===== src/sv/bbc_ram.sv =====
// ----------------------------------------------------------------------------
// bbc_ram
// Generic single-write, single-read RAM with a registered read port.
// ----------------------------------------------------------------------------
module bbc_ram #(
   parameter int WIDTH = 2,
   parameter int DEPTH = 64
) (
   input  logic                                     clock,
   input  logic                                     wr_en,
   input  logic [((DEPTH > 1) ? $clog2(DEPTH) : 1)-1:0] wr_addr,
   input  logic [WIDTH-1:0]                         wr_data,
   input  logic                                     rd_en,
   input  logic [((DEPTH > 1) ? $clog2(DEPTH) : 1)-1:0] rd_addr,
   output logic [WIDTH-1:0]                         rd_data
);

   logic [WIDTH-1:0] mem_ff [DEPTH];
   logic [WIDTH-1:0] rd_data_ff;

   always_ff @(posedge clock) begin
      if (wr_en) begin
         mem_ff[wr_addr] <= wr_data;
      end
      // hold the last read word until the next read
      if (rd_en) begin
         rd_data_ff <= mem_ff[rd_addr];
      end
   end

   assign rd_data = rd_data_ff;

endmodule


===== config.mk =====
export PLATFORM = sky130hd
export DESIGN_NAME = bbc_ram
export DESIGN_NICKNAME = d
export VERILOG_FILES = /design/src/sv/bbc_ram.sv
export SDC_FILE = /design/constraint.sdc
export NUM_CORES = 1
export LEC_CHECK = 0
export BUFFER_PORTS_ARGS = -buffer_cell sky130_fd_sc_hd__buf_4
export CAP_MARGIN = 20
export CORE_MARGIN = 3
export CORE_UTILIZATION = 35
export DETAILED_ROUTE_END_ITERATION = 16
export GPL_ROUTABILITY_DRIVEN = 0
export SYNTH_ARGS = -nofsm -noshare
export SYNTH_HDL_FRONTEND = slang
export SYNTH_SLANG_ARGS = --single-unit

===== constraint.sdc =====
create_clock -name clock -period 2.1 [get_ports clock]
set_input_delay 0.21 -clock clock [delete_from_list [all_inputs] [get_ports clock]]
set_output_delay 0.21 -clock clock [all_outputs]
set_load 0.05 [all_outputs]

==> flow_summary.yaml, run 1 <==
status:
  status: "complete, no violations"
layout:
  seq_area_um2: 3900
  final_nets: 369
  n_antenna_cell: 0
  multi_input_area_um2: 1420
  drive_gt1_share_pct: 22.8
  areaGrowthSynthToFinish_pct: 16.4
  fillers: 1314
timing:
  tightest_slew_ns: 0.637
  layout_setup_ws_ns: 0.184
  max_freq_mhz: 522
  setup_viol: 0
  maxSlewViolCount: 0
  hold_violations: 0
  rsz0062_at_grt: "no"
  clock_skew_ns: 0.00789
  fin_tns_setup_ns: 0
  fin_crit_ns: 1.92
  max_slew_margin_pct: 57.6
  min_period_over_period_pct: 91.2
cts:
  cts_inserted_buffers: 17
  clkSlewWorstSetupHoldPaths_ns: 0.05
  htreeDepth: 4
  clock_latency_ns: 0.41
  cts_buffer_depth: 2
  postCtsResizedCells: 0
  cts_tree: "done"
  ctsRootBufferMaster: "clkbuf_16"
  cts_sinks: 130
logic_synthesis:
  synth_seq_cells: 130
  synthTopCellsByCount: "edfxtp_1, nor2_1, mux4_2"
  syn_area_per_cell_um2: 16.7
  synthMuxAreaShare_pct: 13.2
  synth_edf_count: 130
  synth_cells: 324
  synth_xor_area_share_pct: 0
  synth_fp_nets: 341
  yosysTopAreaCellShare_pct: 72.1
  yosys-top-cells-area: "edfxtp_1, mux4_2, nor2_1"
  synth_top_family_by_area: "multiplexers"
  async_flop_share_pct: 0
  yosys.cell_types.count: 36
  ys_warn_count: 0
  synth_simple_gate_area_share_pct: 9.58
  ys_seq_area_share_pct: 72.1
  synthAdderAreaFrac_pct: 0
  synth-compound-area-share_pct: 3.39
  synth.largest_area_cell: "edfxtp_1"
  synth_ff_type: "edfxtp_1"
  syn_area_um2: 5420
  yosysMostFrequentCell: "edfxtp_1"
floorplan:
  num_rows: 44
  start_util_pct: 36.6
  coreArea_um2: 14800
  die_area_um2: 17000
  pin_count: 19
  die_y_um: 130
  dieWidth_um: 130
detailed_routing:
  wire_per_inst_um: 21.0
  antenna_left: 0
  drt-pass1-iter-count: 4
  vias: 2910
  drc: 0
  viasPerCell: 5.31
  drt-initial-drc-count: 256
  routed_wl_um: 11500
global_route:
  grt_pass1_vias: 3146
  grt_pass1_wl_um: 18100
  grt_max_degree: 65
  overflow: 0
  grtUsageTotal_pct: 15.0
  antenna_found_initial: 0
worst_setup_path:
  start_kind: "flip-flop"
  cp.arrival_ns: 2.08
  required_ns: 2.26
  path_max_fanout: 1
  crit_type: "reg -> reg"
  end_kind: "flip-flop"
place:
  place_ws_ns: 0.0575
  dpl.hpwl_um: 7400
  portBuffers: 18
power:
  p_leak_uw: 0.00197
  peakVddDrop_mv: 0.609
  powerDensity_nw_per_um2: 921
hold_path:
  hold_path_class: "in -> reg"
flow_run:
  drv_cap: 0
## report_power, final
group,internal (uW),switching [uW]
clock network,1590,1000
registers,2880,5.07
logic,127,203
total,4600,1210
## layer usage
metal,track usage (%),vias to the layer above,wire length [um],part of all wire [%]
met3,5.04,10,550,4.8
met2,23.3,58,5700,49
li1,-,1333,-,-
met5,0,-,0,0
met1,19.8,1509,5170,45
met4,5.26,0,109,0.95
## layout make-up
type | count | share of cell area (%)
multi-input cells | 176 | 22.5
well taps | 184 | 3.65
clock inverters | 13 | 1.53
repair buffers | 26 | 3.53
clock buffers | 18 | 6.81
inverters | 1 | 0.0595
flip-flops and latches | 130 | 61.9
## registers in the layout (all words and copies together), names as in the netlist
name / flops
mem_ff: 128
rd_data: 2
## final timing paths
kind | from | to | slack, ns | cells past startpoint
max reg2reg | mem_ff[7][0] | rd_data[0] | 0.18 | 5
min reg2reg | mem_ff[0][1] | rd_data[1] | 1.00 | 5
max | mem_ff[7][0] | rd_data[0] | 0.18 | 5
min | rd_addr[5] | rd_data[1] | 0.20 | 2
## critical path: stages, from the launching register on
cell and delay (ns):
edfxtp_1 0.37, mux4_2 0.48, a22oi_1 0.33, a21o_1 0.18, a21oi_1 0.07, a211o_1 0.23
## per-stage QoR
| step | hold WS (ns) | cell area, um2 | util [%] | cells | power [uW] |
|---|---|---|---|---|---|
| 3_5_place_dp | 0.427 | 5770 | 38.9 | 516 | 3270 |
| 6_report | 0.199 | 6300 | 42.6 | 548 | 5800 |
| 3_3_place_gp | 0.431 | 5770 | 38.9 | 516 | 3270 |
| 2_1_floorplan | 0.309 | 5420 | - | 324 | 3130 |
| 5_1_grt | 0.194 | 6300 | 42.6 | 548 | 6040 |
| 4_1_cts | 0.173 | 6300 | 42.6 | 548 | 5870 |
## kinds of logic (layout without fill, tap and decap cells)
kind of cell,count (synthesis),count (layout)
DFF,130,130
and+or+nand+nor,116,116
muxes,35,35
AOI/OAI and AO/OA,25,25
buffers and inverters,18,58
## cells in the final DEF, fill, tap and decap left out, types with 2 or more instances in the layout
| cell | netlist | routed |
|---|---|---|
| nand2b_1 | 4 | 4 |
| a311oi_1 | 3 | 3 |
| nand4_1 | 2 | 2 |
| a21o_1 | 2 | 2 |
| nor3_1 | 2 | 2 |
| mux2i_1 | 5 | 5 |
| a21oi_1 | 2 | 2 |
| mux4_2 | 29 | 29 |
| edfxtp_1 | 130 | 130 |
| nor2b_1 | 7 | 7 |
| buf_4 | 1 | 23 |
| nand3b_1 | 4 | 4 |
| nand2_1 | 14 | 14 |
| nor2_1 | 70 | 70 |
| a22o_1 | 2 | 2 |
| a22oi_1 | 6 | 6 |
| clkbuf_16 | 0 | 17 |
| clkinv_1 | 0 | 3 |
| clkinv_2 | 0 | 5 |
| buf_12 | 0 | 2 |
| nand3_1 | 7 | 7 |
| o21ai_0 | 3 | 3 |
| clkinvlp_4 | 0 | 4 |
## repair_timing
| action | in CTS | in global routing |
|---|---|---|
| endpoints found under the hold margin | 2 | 0 |
| setup buffers | 0 | 0 |
| hold buffers | 1 | 0 |
Power figures use the tool's default switching activity.
==> inputs of run 2 (changes only) <==
Settings changed: RECOVER_POWER from default to 100, REMOVE_ABC_BUFFERS from default to 1.
==> run 2 against run 1 <==
Global-route usage decreased by 0.77 points. Register-to-register slack better by 0.06 ns. Final cell count unchanged. Worst hold slack better by 0.0040 ns. Routed wire length down 3.5%. Power increased by 2.2%. Utilization down 0.13 points. Flip-flop and latch count unchanged. Via count up 1.3%. Sequential share of layout area is 0.18 points higher. First-iteration DRC count rose by 35%. Critical path depth unchanged. Critical path type unchanged. Largest power group unchanged.
==> flow_summary.yaml, run 2 (synthesis results as in run 1) <==
status:
  status: "complete, no violations"
global_route:
  grt_pass1_vias: 3060
  overflow: 0
  antenna_found_initial: 0
  grtUsageTotal_pct: 14.2
  grt_pass1_wl_um: 17600
  grt_max_degree: 65
power:
  p_int_uw: 4710
  sw_frac_of_total_pct: 20.6
  p_leak_uw: 0.00196
  power_frac_clock_pct: 46.0
  finalPower_uw: 5930
  powerDensity_nw_per_um2: 944
  power_frac_seq_pct: 48.7
  p_comb_share_pct: 5.3
  switchingPower_uw: 1220
  peakVddDrop_mv: 0.570
layout:
  final_nets: 368
  n_antenna_cell: 0
  post-route-cell-area_um2: 6280
  final_cell_mix: "edfxtp_1, nor2_1, mux4_2, clkbuf_16, buf_4"
  final_util_pct: 42.4
  drive_gt1_share_pct: 21.2
  final_common_cell: "edfxtp_1"
  largest_reg_flops: 128
  areaGrowthSynthToFinish_pct: 16.0
  regMostFlops: "mem_ff"
worst_setup_path:
  path_cells: "mux4_2 -> a22o_1 -> o21ai_0 -> a21oi_1 -> a211o_1"
  cp.arrival_ns: 2.02
  crit_type: "reg -> reg"
  path_delay_family: "compound AO/OA/AOI/OAI gates"
  cp_slowest_cell: "mux4_2"
  required_ns: 2.26
  path_buf_inv: 0
  start_kind: "flip-flop"
  cpPeakStageDelay_ns: 0.48
  end_kind: "flip-flop"
  path_max_fanout: 1
place:
  place_ws_ns: 0.00707
  dpl.hpwl_um: 7180
  postPlaceCellArea_um2: 5750
  portBuffers: 18
floorplan:
  die_area_um2: 17000
  start_util_pct: 36.6
  die_y_um: 130
  coreArea_um2: 14800
  num_rows: 44
  dieWidth_um: 130
  pin_count: 19
detailed_routing:
  wire_per_inst_um: 20.3
  viasPerCell: 5.38
  antenna_left: 0
  drt-initial-drc-count: 345
  drt-pass1-iter-count: 5
  vias: 2947
  drc: 0
  routed_wl_um: 11100
timing:
  maxSlewViolCount: 0
  max_slew_margin_pct: 18.3
  max_freq_mhz: 538
  tightest_slew_ns: 1.23
  hold_violations: 0
  layout_setup_ws_ns: 0.240
  min_period_over_period_pct: 88.6
  rsz0062_at_grt: "no"
  clock_skew_ns: 0.0102
  setup_viol: 0
  fin_tns_setup_ns: 0
  fin_crit_ns: 1.86
cts:
  clkSlewWorstSetupHoldPaths_ns: 0.05
  post_cts_buffers: 0
  cts_sinks: 130
  cts_tree: "done"
  postCtsResizedCells: 0
  htreeDepth: 4
  clock_latency_ns: 0.42
  ctsRootBufferMaster: "clkbuf_16"
  cts_inserted_buffers: 17
  cts_buffer_depth: 2
hold_path:
  hold_path_class: "in -> reg"
flow_run:
  drv_cap: 0
==> run 2: cell types whose count changed in the layout (fill, tap and decap cells not counted), sizes merged <==
cell | previous run | this run
buf | 25 | 17
clkinv | 8 | 11
clkbuf | 18 | 25
clkinvlp | 4 | 1
bufinv | 1 | 2
==> run 2: layout make-up <==
cell class,instances,area (um2)
sequential,130,3900
tap,184,230
clock inverter,14,121
clock buffer,18,429
multi-input combinational,176,1420
fill,1292,8520
timing repair buffer,25,179
inverter,1,3.75
==> run 2: per-layer routing <==
metal / share of wire (%) / global-route usage, % / vias to the layer above
li1: - / - / 1326
met3: 6.0 / 3.90 / 17
met4: 1.6 / 5.87 / 0
met5: 0 / 0 / -
met2: 49 / 22.2 / 103
met1: 44 / 18.9 / 1501
==> run 2: worst paths after layout <==
check	from	endpoint	slack, ns	cells past startpoint
worst min register to register	mem_ff[24][1]	rd_data[1]	1.00	5
worst min-delay path	rd_addr[5]	rd_data[1]	0.20	2
worst max-delay path	mem_ff[34][0]	rd_data[0]	0.24	5
worst max register to register	mem_ff[34][0]	rd_data[0]	0.24	5
==> run 2: through the flow <==
step                std cells  hold slack (ns)
CTS                       548            0.189
detailed placement        515            0.427
floorplan                 307            0.309
global route              548            0.202
global placement          515            0.434
finish                    548            0.203
==> run 2: worst reg2reg max path: stages, from the launching register on <==
cell,delay (ns)
edfxtp_1,0.37
mux4_2,0.48
a22o_1,0.23
o21ai_0,0.17
a21oi_1,0.11
a211o_1,0.25
==> run 2: power by group through the flow <==
stage               Sequential [uW]  Clock, uW  Combinational [uW]
floorplan                      2950          0                 135
global placement               2940          0                 319
detailed placement             2940          0                 324
CTS                            2890       2750                 327
global route                   2890       2880                 345
finish                         2890       2730                 316
==> run 2: timing repair <==
action	4_1_cts	5_1_grt
hold endpoints to repair	2	0
setup endpoints to repair	0	0
hold buffers	1	0
==> inputs of run 3 (changes only) <==
Settings changed: CORE_MARGIN 3 to 4, CORE_UTILIZATION 35 to 56, PLACE_DENSITY from default to 0.73, RECOVER_POWER 100 to default.
==> run 3 against run 2 <==
Count of clock-buffer cells in the layout fell by 1. Register-to-register slack barely moved. Flip-flop and latch count did not move. Combinational power barely moved. Highest routed layer unchanged. Global-route usage rose by 6.3 points. Clock skew fell by 0.0038 ns. Critical endpoint unchanged.
==> flow_summary.yaml, run 3 (synthesis results as in run 1) <==
status:
  status: "complete, no violations"
power:
  peakVddDrop_mv: 0.685
  powerDensity_nw_per_um2: 986
  p_leak_uw: 0.00200
layout:
  largest_reg_flops: 128
  n_antenna_cell: 0
  areaGrowthSynthToFinish_pct: 16.1
  regMostFlops: "mem_ff"
  final_common_cell: "edfxtp_1"
  drive_gt1_share_pct: 22.9
  final_nets: 366
  final_cell_mix: "edfxtp_1, nor2_1, mux4_2, buf_4, clkbuf_16"
detailed_routing:
  vias: 2930
  viasPerCell: 5.97
  drc: 0
  routed_wl_um: 10600
  drt-initial-drc-count: 265
  wire_per_inst_um: 21.6
  drt-pass1-iter-count: 5
  antenna_left: 0
global_route:
  grt_max_degree: 65
  overflow: 0
  antenna_found_initial: 0
  grtUsageTotal_pct: 20.5
  grt_pass1_vias: 2957
  grt_pass1_wl_um: 16700
hold_path:
  hold_path_class: "in -> reg"
cts:
  holdBufCountCts: 1
  ctsRootBufferMaster: "clkbuf_8"
  htreeDepth: 4
  postCtsResizedCells: 0
  cts_tree: "done"
  clock_latency_ns: 0.52
  cts_buffer_depth: 2
  cts_inserted_buffers: 17
  clkSlewWorstSetupHoldPaths_ns: 0.06
  post_cts_buffers: 0
  cts_sinks: 130
floorplan:
  die_y_um: 106
  dieWidth_um: 106
  coreArea_um2: 9330
  die_area_um2: 11300
  num_rows: 35
  pin_count: 19
  start_util_pct: 58.1
worst_setup_path:
  path_max_fanout: 1
  cp_slowest_cell: "mux4_2"
  crit_type: "reg -> reg"
  required_ns: 2.36
  start_kind: "flip-flop"
  cp.arrival_ns: 2.14
  ff2ff_setup_slack_ns: 0.23
  cpPeakStageDelay_ns: 0.49
  end_kind: "flip-flop"
  path_cells: "mux4_2 -> a22o_1 -> o21ai_0 -> a21oi_1 -> a211o_1"
timing:
  tightest_slew_ns: 0.608
  holdWs_ns: 0.0788
  max_freq_mhz: 534
  max_slew_margin_pct: 59.5
  hold_violations: 0
  setup_viol: 0
  min_period_over_period_pct: 89.2
  fin_tns_setup_ns: 0
  clock_skew_ns: 0.00642
  fin_crit_ns: 1.87
  maxSlewViolCount: 0
  rsz0062_at_grt: "no"
place:
  portBuffers: 18
  dpl.hpwl_um: 6560
flow_run:
  drv_cap: 0
-- run 3: changes by cell type in the layout (fill, tap and decap cells not counted), sizes merged --
cell      before  now
clkinv        11    7
bufinv         2    4
buf           17   22
clkbuf        25   17
inv            1    3
clkinvlp       1    2
-- run 3: stage by stage --
| stage | std cells | util, % | total power (uW) | instance area (um2) | setup slack (ns) |
|---|---|---|---|---|---|
| final | 491 | 67.4 | 6200 | 6290 | 0.227 |
| after global routing | 491 | 67.4 | 6380 | 6290 | 0.117 |
| after CTS | 491 | 67.4 | 6230 | 6290 | 0.226 |
| after detailed placement | 458 | 60.9 | 3250 | 5680 | 0.0388 |
| after global placement | 458 | 60.9 | 3250 | 5680 | 0.0494 |
| after floorplan | 307 | - | 3080 | 5330 | 0.428 |
-- run 3: worst paths after layout --
check | startpoint | endpoint | cells after the start
setup / recovery | mem_ff[34][0] | rd_data[0] | 5
hold / removal | rd_addr[5] | rd_data[1] | 2
setup reg to reg | mem_ff[34][0] | rd_data[0] | 5
hold reg to reg | mem_ff[24][1] | rd_data[1] | 5
-- run 3: final cells by class --
type / count / area, um2
Inverter: 1 / 3.75
Clock inverter: 15 / 189
Sequential cell: 130 / 3900
Clock buffer: 17 / 414
Multi-Input combinational cell: 176 / 1420
Tap cell: 129 / 161
Timing Repair Buffer: 23 / 200
Fill cell: 616 / 3040
-- run 3: per-layer routing --
metal / vias to the layer above / share of wire [%] / track usage (%)
li1: 1326 / - / -
met3: 11 / 6.8 / 6.07
met5: - / 0 / 0
met4: 0 / 1.3 / 7.03
met2: 124 / 49 / 31.2
met1: 1469 / 43 / 28.7
-- run 3: report_power, final --
group          internal [uW]  switching (uW)  total (uW)
clock network           1920            1080        3000
logic                    125             192         318
registers               2880            5.57        2880
-- run 3: worst max-delay path, delay by kind of cell, from the launching register on --
kind,cells,cell delay [ns]
DFF,1,0.38
muxes,1,0.49
AOI/OAI and AO/OA,4,0.75
